--- src/rtl/cwsd_pkg.sv ---
// ----------------------------------------------------------------------------
// cwsd_pkg
// Shared types, codes and the character table of the word stream decoder.
// ----------------------------------------------------------------------------
package cwsd_pkg;

  // result kinds
  localparam logic [1:0] KIND_START = 2'd0;
  localparam logic [1:0] KIND_CHAR  = 2'd1;
  localparam logic [1:0] KIND_NUM   = 2'd2;

  // pending literal codes
  localparam logic [1:0] PL_NONE = 2'd0;
  localparam logic [1:0] PL_NUM  = 2'd1;
  localparam logic [1:0] PL_VAR  = 2'd2;

  // tags with special handling
  localparam logic [3:0] TAG_EXTEND  = 4'd0;
  localparam logic [3:0] TAG_FIRST   = 4'd1;
  localparam logic [3:0] TAG_LIT_A   = 4'd2;
  localparam logic [3:0] TAG_LIT_B   = 4'd5;
  localparam logic [3:0] TAG_NUM_A   = 4'd6;
  localparam logic [3:0] TAG_NUM_B   = 4'd8;
  localparam logic [3:0] TAG_VAR     = 4'd12;
  localparam logic [3:0] TAG_NUM_C   = 4'd15;
  localparam logic [4:0] TAG_VAR_VAL = 5'd4;

  localparam int QUEUE_DEPTH = 2;

  // one classified word, handed from front to back
  typedef struct packed {
    logic        has_start;
    logic [4:0]  tag;
    logic [27:0] text;
    logic        has_num;
    logic [31:0] value;
    logic        hex;
  } cmd_t;

  function automatic logic [6:0] sym_char(input logic [5:0] idx);
    logic [7:0] c;
    case (idx)
      6'd0:  c = " ";
      6'd1:  c = "r";
      6'd2:  c = "t";
      6'd3:  c = "o";
      6'd4:  c = "e";
      6'd5:  c = "a";
      6'd6:  c = "n";
      6'd7:  c = "i";
      6'd8:  c = "s";
      6'd9:  c = "m";
      6'd10: c = "c";
      6'd11: c = "y";
      6'd12: c = "l";
      6'd13: c = "g";
      6'd14: c = "f";
      6'd15: c = "w";
      6'd16: c = "d";
      6'd17: c = "v";
      6'd18: c = "p";
      6'd19: c = "b";
      6'd20: c = "h";
      6'd21: c = "x";
      6'd22: c = "u";
      6'd23: c = "q";
      6'd24: c = "0";
      6'd25: c = "1";
      6'd26: c = "2";
      6'd27: c = "3";
      6'd28: c = "4";
      6'd29: c = "5";
      6'd30: c = "6";
      6'd31: c = "7";
      6'd32: c = "8";
      6'd33: c = "9";
      6'd34: c = "j";
      6'd35: c = "-";
      6'd36: c = "k";
      6'd37: c = ".";
      6'd38: c = "z";
      6'd39: c = "/";
      6'd40: c = ";";
      6'd41: c = ":";
      6'd42: c = "!";
      6'd43: c = "+";
      6'd44: c = "@";
      6'd45: c = "*";
      6'd46: c = ",";
      6'd47: c = "?";
      default: c = 8'h00;
    endcase
    return c[6:0];
  endfunction

endpackage

--- src/rtl/colorforth_word_stream_decoder.sv ---
// ----------------------------------------------------------------------------
// colorforth_word_stream_decoder
// Splits a stream of 32-bit source words into token, character and number
// results.
// ----------------------------------------------------------------------------
// Input channel: word with word_valid; the block drives word_stall. A word
//   is taken at an edge with word_valid high and word_stall low.
// Output channel: kind, tag, char_code, value, hex, last with result_valid;
//   the receiver drives result_stall. last marks the final result of a word.
// The front end takes one word per cycle into a two-entry command queue and
// stalls only when that queue is full. The back end loads a command once it
// has sent all results of the previous one, then sends its results at one per
// cycle through the output register unless stalled; a word gives n results
// (0 to 8; a long text word gives a token start and up to seven characters).
// That back-end result rate sets the sustained throughput. From an empty
// queue, a word passes the queue and the back-end registers before it reaches
// the output register. A stalled result holds there; the back end waits and
// the queue fills, then word_stall rises. Reset clears the queue, the output
// valid and the literal, first-word and block position state.
// ----------------------------------------------------------------------------
module colorforth_word_stream_decoder import cwsd_pkg::*; #(
  parameter int BLOCK_WORDS = 256
) (
  input  logic        clk,
  input  logic        rst,
  input  logic [31:0] word,
  input  logic        word_valid,
  output logic        word_stall,
  output logic        result_valid,
  input  logic        result_stall,
  output logic [1:0]  kind,
  output logic [4:0]  tag,
  output logic [6:0]  char_code,
  output logic [31:0] value,
  output logic        hex,
  output logic        last
);

  cmd_t front_cmd, head_cmd;
  logic accept, q_full, q_nonempty, q_pop;

  assign word_stall = q_full;
  assign accept     = word_valid && !q_full;

  cwsd_front #(
    .BLOCK_WORDS(BLOCK_WORDS)
  ) u_front (
    .clk    (clk),
    .rst    (rst),
    .word   (word),
    .accept (accept),
    .cmd    (front_cmd)
  );

  cwsd_queue u_queue (
    .clk      (clk),
    .rst      (rst),
    .push     (accept),
    .push_cmd (front_cmd),
    .full     (q_full),
    .pop      (q_pop),
    .nonempty (q_nonempty),
    .head_cmd (head_cmd)
  );

  cwsd_back u_back (
    .clk          (clk),
    .rst          (rst),
    .q_nonempty   (q_nonempty),
    .q_cmd        (head_cmd),
    .q_pop        (q_pop),
    .result_valid (result_valid),
    .result_stall (result_stall),
    .kind         (kind),
    .tag          (tag),
    .char_code    (char_code),
    .value        (value),
    .hex          (hex),
    .last         (last)
  );

endmodule

--- src/rtl/cwsd_front.sv ---
// ----------------------------------------------------------------------------
// cwsd_front
// Accepts source words, tracks literal and block position state, and turns
// each word into one command for the back end.
// ----------------------------------------------------------------------------
module cwsd_front import cwsd_pkg::*; #(
  parameter int BLOCK_WORDS = 256
) (
  input  logic        clk,
  input  logic        rst,
  input  logic [31:0] word,
  input  logic        accept,
  output cmd_t        cmd
);

  localparam int IDX_W = (BLOCK_WORDS > 1) ? $clog2(BLOCK_WORDS) : 1;
  localparam logic [IDX_W-1:0] LAST_IDX = IDX_W'(BLOCK_WORDS - 1);

  logic [1:0]       pending_literal, pending_literal_next;
  logic [4:0]       pending_tag, pending_tag_next;
  logic             pending_hex, pending_hex_next;
  logic             first_word;
  logic [IDX_W-1:0] word_index;

  logic        block_end;
  logic [31:0] w;
  logic [3:0]  tag4;
  logic [4:0]  tag5;

  assign block_end = (word_index == LAST_IDX);

  always_comb begin
    w = word;
    if (first_word && word[3:0] == TAG_EXTEND) begin
      w[3:0] = TAG_FIRST;
    end
    tag4 = w[3:0];
    tag5 = w[4:0];

    cmd                  = '0;
    pending_literal_next = PL_NONE;
    pending_tag_next     = '0;
    pending_hex_next     = 1'b0;

    if (pending_literal != PL_NONE) begin
      // literal word: taken whole, never decoded by tag
      cmd.has_start = (pending_literal == PL_VAR);
      cmd.tag       = pending_tag;
      cmd.has_num   = 1'b1;
      cmd.value     = word;
      cmd.hex       = pending_hex;
    end else begin
      case (tag4)
        TAG_EXTEND: begin
          cmd.tag  = 5'd0;
          cmd.text = w[31:4];
        end
        TAG_LIT_A, TAG_LIT_B: begin
          cmd.has_start = 1'b1;
          cmd.tag       = tag5;
          if (!block_end) begin
            pending_literal_next = PL_NUM;
            pending_tag_next     = tag5;
            pending_hex_next     = w[4];
          end
        end
        TAG_NUM_A, TAG_NUM_B, TAG_NUM_C: begin
          cmd.has_start = 1'b1;
          cmd.tag       = tag5;
          cmd.has_num   = 1'b1;
          cmd.value     = {5'd0, w[31:5]};
          cmd.hex       = w[4];
        end
        TAG_VAR: begin
          cmd.has_start = 1'b1;
          cmd.tag       = {1'b0, tag4};
          cmd.text      = w[31:4];
          if (!block_end) begin
            pending_literal_next = PL_VAR;
            pending_tag_next     = TAG_VAR_VAL;
          end
        end
        default: begin
          cmd.has_start = 1'b1;
          cmd.tag       = {1'b0, tag4};
          cmd.text      = w[31:4];
        end
      endcase
    end
  end

  always_ff @(posedge clk) begin
    if (rst) begin
      pending_literal <= PL_NONE;
      pending_tag     <= '0;
      pending_hex     <= 1'b0;
      first_word      <= 1'b1;
      word_index      <= '0;
    end else if (accept) begin
      pending_literal <= pending_literal_next;
      pending_tag     <= pending_tag_next;
      pending_hex     <= pending_hex_next;
      first_word      <= 1'b0;
      word_index      <= block_end ? '0 : word_index + 1'b1;
    end
  end

endmodule

--- src/rtl/cwsd_queue.sv ---
// ----------------------------------------------------------------------------
// cwsd_queue
// Short command queue between front and back end.
// ----------------------------------------------------------------------------
module cwsd_queue import cwsd_pkg::*; (
  input  logic clk,
  input  logic rst,
  input  logic push,
  input  cmd_t push_cmd,
  output logic full,
  input  logic pop,
  output logic nonempty,
  output cmd_t head_cmd
);

  localparam int PTR_W = $clog2(QUEUE_DEPTH);
  localparam int CNT_W = $clog2(QUEUE_DEPTH + 1);

  cmd_t             entries [QUEUE_DEPTH];
  logic [PTR_W-1:0] wr_ptr, rd_ptr;
  logic [CNT_W-1:0] count;

  assign full     = (count == CNT_W'(QUEUE_DEPTH));
  assign nonempty = (count != '0);
  assign head_cmd = entries[rd_ptr];

  always_ff @(posedge clk) begin
    if (push) begin
      entries[wr_ptr] <= push_cmd;
    end
  end

  always_ff @(posedge clk) begin
    if (rst) begin
      wr_ptr <= '0;
      rd_ptr <= '0;
      count  <= '0;
    end else begin
      if (push) begin
        wr_ptr <= (wr_ptr == PTR_W'(QUEUE_DEPTH - 1)) ? '0 : wr_ptr + 1'b1;
      end
      if (pop) begin
        rd_ptr <= (rd_ptr == PTR_W'(QUEUE_DEPTH - 1)) ? '0 : rd_ptr + 1'b1;
      end
      case ({push, pop})
        2'b10:   count <= count + 1'b1;
        2'b01:   count <= count - 1'b1;
        default: count <= count;
      endcase
    end
  end

endmodule

--- src/rtl/cwsd_back.sv ---
// ----------------------------------------------------------------------------
// cwsd_back
// Carries out one command at a time: token start, decoded characters, then
// the number, one result per cycle into the output register unless stalled.
// ----------------------------------------------------------------------------
module cwsd_back import cwsd_pkg::*; (
  input  logic        clk,
  input  logic        rst,
  input  logic        q_nonempty,
  input  cmd_t        q_cmd,
  output logic        q_pop,
  output logic        result_valid,
  input  logic        result_stall,
  output logic [1:0]  kind,
  output logic [4:0]  tag,
  output logic [6:0]  char_code,
  output logic [31:0] value,
  output logic        hex,
  output logic        last
);

  logic        start_pend, start_pend_next;
  logic        num_pend, num_pend_next;
  logic [27:0] text, text_next;
  logic [4:0]  cur_tag;
  logic [31:0] cur_value;
  logic        cur_hex;

  logic        busy, out_free, emit;
  logic [5:0]  idx;
  logic [27:0] text_step;
  logic [2:0]  hi_group;
  logic [1:0]  emit_kind;
  logic        emit_last;

  assign busy     = start_pend || (text != '0) || num_pend;
  assign out_free = !result_valid || !result_stall;
  assign emit     = busy && out_free;
  assign q_pop    = !busy && q_nonempty;
  assign hi_group = {1'b0, text[25:24]} + 3'd2;

  // one prefix code off the top of the remaining text
  always_comb begin
    if (!text[27]) begin
      idx       = {2'b00, text[27:24]};
      text_step = {text[23:0], 4'b0};
    end else if (text[27:26] == 2'b10) begin
      idx       = {3'b001, text[25:23]};
      text_step = {text[22:0], 5'b0};
    end else begin
      idx       = {hi_group, text[23:21]};
      text_step = {text[20:0], 7'b0};
    end
  end

  always_comb begin
    start_pend_next = start_pend;
    num_pend_next   = num_pend;
    text_next       = text;
    emit_kind       = KIND_START;
    if (start_pend) begin
      start_pend_next = 1'b0;
      emit_kind       = KIND_START;
    end else if (text != '0) begin
      text_next = text_step;
      emit_kind = KIND_CHAR;
    end else begin
      num_pend_next = 1'b0;
      emit_kind     = KIND_NUM;
    end
    emit_last = !(start_pend_next || (text_next != '0) || num_pend_next);
  end

  always_ff @(posedge clk) begin
    if (rst) begin
      start_pend <= 1'b0;
      num_pend   <= 1'b0;
      text       <= '0;
    end else if (q_pop) begin
      start_pend <= q_cmd.has_start;
      num_pend   <= q_cmd.has_num;
      text       <= q_cmd.text;
    end else if (emit) begin
      start_pend <= start_pend_next;
      num_pend   <= num_pend_next;
      text       <= text_next;
    end
  end

  always_ff @(posedge clk) begin
    if (q_pop) begin
      cur_tag   <= q_cmd.tag;
      cur_value <= q_cmd.value;
      cur_hex   <= q_cmd.hex;
    end
  end

  always_ff @(posedge clk) begin
    if (rst) begin
      result_valid <= 1'b0;
    end else if (out_free) begin
      result_valid <= emit;
    end
  end

  always_ff @(posedge clk) begin
    if (emit) begin
      kind      <= emit_kind;
      tag       <= cur_tag;
      char_code <= (emit_kind == KIND_CHAR) ? sym_char(idx) : 7'd0;
      value     <= (emit_kind == KIND_NUM) ? cur_value : 32'd0;
      hex       <= (emit_kind == KIND_NUM) ? cur_hex : 1'b0;
      last      <= emit_last;
    end
  end

endmodule
--- config.mk ---
export PLATFORM = sky130hd
export DESIGN_NAME = colorforth_word_stream_decoder
export DESIGN_NICKNAME = d
export VERILOG_FILES = /design/src/rtl/cwsd_pkg.sv /design/src/rtl/colorforth_word_stream_decoder.sv /design/src/rtl/cwsd_front.sv /design/src/rtl/cwsd_queue.sv /design/src/rtl/cwsd_back.sv
export SDC_FILE = /design/constraint.sdc
export NUM_CORES = 1
export LEC_CHECK = 0
export ABC_AREA = 1
export BUFFER_PORTS_ARGS = -buffer_cell sky130_fd_sc_hd__buf_2
export CORE_MARGIN = 4
export CORE_UTILIZATION = 45
export DETAILED_ROUTE_END_ITERATION = 6
export PLACE_DENSITY = 0.6
export REMOVE_ABC_BUFFERS = 1
export SLEW_MARGIN = 5
export SYNTH_ARGS = -nofsm -noshare
export SYNTH_HDL_FRONTEND = slang
export SYNTH_HIERARCHICAL = 1
export SYNTH_SLANG_ARGS = --single-unit
--- constraint.sdc ---
create_clock -name clk -period 13.23 [get_ports clk]
set_input_delay 2.646 -clock clk [delete_from_list [all_inputs] [get_ports clk]]
set_output_delay 2.646 -clock clk [all_outputs]
set_load 0.01 [all_outputs]
==> results.py <==
metrics = {
    "routing": {
        "wl_met2_mm": 13.2,
        "drtIter0Drc": 744,
        "m1WireLength_mm": 11.7,
        "wl_mm": 27.0,
        "vias": 8651,
        "top_layer": "met4",
        "routed_via_density": 5.07,
        "drtPass1Iterations": 5,
        "wl_per_cell_um": 15.8,
        "wl_met3_mm": 1.60,
        "drcViolationCount": 0,
        "detail-route-antenna-nets": 0,
    },
    "clock_tree": {
        "worstSkewPairLatency_ns": 0.54,
        "cts_tree": "built",
        "post_cts_resize_count": 0,
        "ctsHoldBuffers": 0,
        "cts_buffers": 29,
        "cts_root_buf": "clkbuf_16",
        "cts.clk_slew.worst_paths_ns": 0.06,
        "postCtsSetupBuffers": 0,
        "clock_tree.buffer_depth": 3,
        "cts_sinks": 275,
        "cts_htree_levels": 1,
    },
    "worst_setup_path": {
        "critPathMaxStageDelay_ns": 0.75,
        "slowest_stage": "nand2_2",
        "start_kind": "input pin",
        "endpoint_kind": "flop",
        "path_delay_family": "simple AND/OR/NAND/NOR gates",
        "path_buf_inv": 2,
        "cp.arrival_ns": 4.87,
        "r2r_setup_slack_ns": 9.03,
        "critPathRequiredTime_ns": 13.58,
        "critPathKind": "in2reg",
        "crit_chain": "buf_2 -> inv_1 -> nand4_1 -> nand2_2 -> nor2_4 -> nand2_2 -> nor2_1",
        "crit_path_frequent_cell": "nand2_2",
        "cp_max_fo": 30,
    },
    "grt": {
        "grt_max_degree": 70,
        "antenna_found_initial": 0,
        "grt_pass1_vias": 8254,
        "grt_pass1_wl_mm": 43.5,
        "grt_overflow": 0,
        "track_usage": 0.173,
    },
    "yosys": {
        "async_reset_ff_frac": 0,
        "postSynthAreaPerCell_um2": 10.3,
        "ys_seq_area_frac": 0.608,
        "synth.most_common_cell": "nand2_1",
        "synth_top_cell_by_area": "edfxtp_1",
        "synth_edf_count": 222,
        "ys.flop_type": "edfxtp_1",
        "syn_inst": 1240,
        "synth_top_area_share": 0.524,
        "synth_common_cells": "286 x nand2_1, 222 x edfxtp_1, 133 x nor2_1",
        "ys_ff_latch": 275,
        "syn_area_um2": 12700,
        "netlist-cell-type-count": 43,
        "synthTopCellsByArea": "edfxtp_1 52%, nand2_1 8.4%, dfxtp_1 8.3%",
        "yosysWarnings": 6,
    },
    "sta": {
        "relSlewSlack": 0.299,
        "max_freq_mhz": 221,
        "rsz0062_at_grt": "false",
        "tightest_slew_ns": 1.05,
        "skew_ns": 0.0144,
        "min_period_over_period": 0.342,
        "whs_ns": 0.421,
        "slew_violations": 0,
        "final-setup-viol-count": 0,
        "tns_ns": 0,
        "min_period_ns": 4.52,
        "hold_viol_final": 0,
    },
    "layout": {
        "final_nets": 1350,
        "final_layout_size_suffix_gt1_frac": 0.178,
        "diodes": 0,
        "finalInstanceArea_um2": 14200,
        "areaGrowthSynthToFinish_pct": 12.0,
        "stdcell_count": 1706,
    },
    "floorplanning": {
        "io_pins": 86,
        "fp.dieH_um": 176,
        "start_util": 0.456,
        "fp-row-count": 61,
        "die_area_um2": 31000,
        "die_w_um": 176,
        "coreArea_um2": 27900,
    },
    "place": {
        "place.gp.congestion": 0.882,
        "dp.cells": 1653,
        "place_area_um2": 13400,
        "io_buffers": 85,
        "hpwl_mm": 17.0,
    },
    "run_status": {
        "outcome": "completed",
    },
    "job": {
        "drv_cap": 0,
    },
    "worst_hold_path": {
        "holdCritPathClass": "reg2reg",
    },
}
## state kept, by name, indices dropped and copies added (netlist names), 5 cells and up, named ones only
signal	cells
u_front/word_index	8
u_back/char_code	7
u_front/pending_tag	5
u_back/value	32
u_back/tag	5
u_back/text	28
u_back/cur_tag	5
u_back/cur_value	32
u_queue/entries	136
## placed cells by master (no fill, tap or decap), types with 6 or more instances in the layout
master	instances
a21oi_1	22
mux2_4	20
clkbuf_16	29
inv_1	128
edfxtp_1	222
buf_2	85
nand4_1	8
nand2_1	286
o21ai_2	6
ha_1	8
nand3b_1	8
mux2_2	48
inv_2	6
clkbuf_1	11
o21ai_0	55
nor2_1	132
clkinv_1	7
nand3_1	110
dfxtp_1	52
buf_4	10
nor2_4	15
o22ai_1	9
## cell families (layout without fill, tap and decap cells)
kind of cell	count (synthesis)	count (layout)	synth area share
mux	70	70	0.0677
compound gates	115	115	0.0524
buf+inv	196	284	0.0677
flops	275	275	0.608
xor+xnor	2	2	0.00138
simple gates	574	574	0.195
fa+ha+maj	8	8	0.00787
## per-stage QoR
step           setup WS [ns]  utilization
6_report                8.71        0.511
5_1_grt                 8.55        0.511
4_1_cts                 8.72        0.511
3_5_place_dp            8.17        0.479
3_3_place_gp            8.25        0.479
2_1_floorplan           6.81            -
## final cells by class
class / instances / area [um2]
multi-input cells: 769 / 4140
repair buffers: 95 / 500
fillers: 2496 / 13600
well taps: 378 / 473
clock buffers: 44 / 822
clock inverters: 9 / 70.1
inverters: 136 / 510
flip-flops and latches: 275 / 7730
## metal layers
| layer | GRT usage | up-vias |
|---|---|---|
| li1 | - | 4294 |
| met1 | 0.231 | 4073 |
| met2 | 0.301 | 247 |
| met3 | 0.0291 | 37 |
| met4 | 0.0367 | 0 |
| met5 | 0 | - |
## worst paths after layout
kind                     startpoint                      to  cells past startpoint
setup / recovery            word[2]  u_queue/entries[0][59]                      7
hold / removal    u_back/cur_tag[2]           u_back/tag[2]                      0
setup reg to reg  u_back/start_pend        u_queue/count[1]                     11
hold reg to reg   u_back/cur_tag[2]           u_back/tag[2]                      0
Power is left out: the tool's default activity adds up to more than one toggle a clock period on the data nets, which glitch-free logic cannot reach.
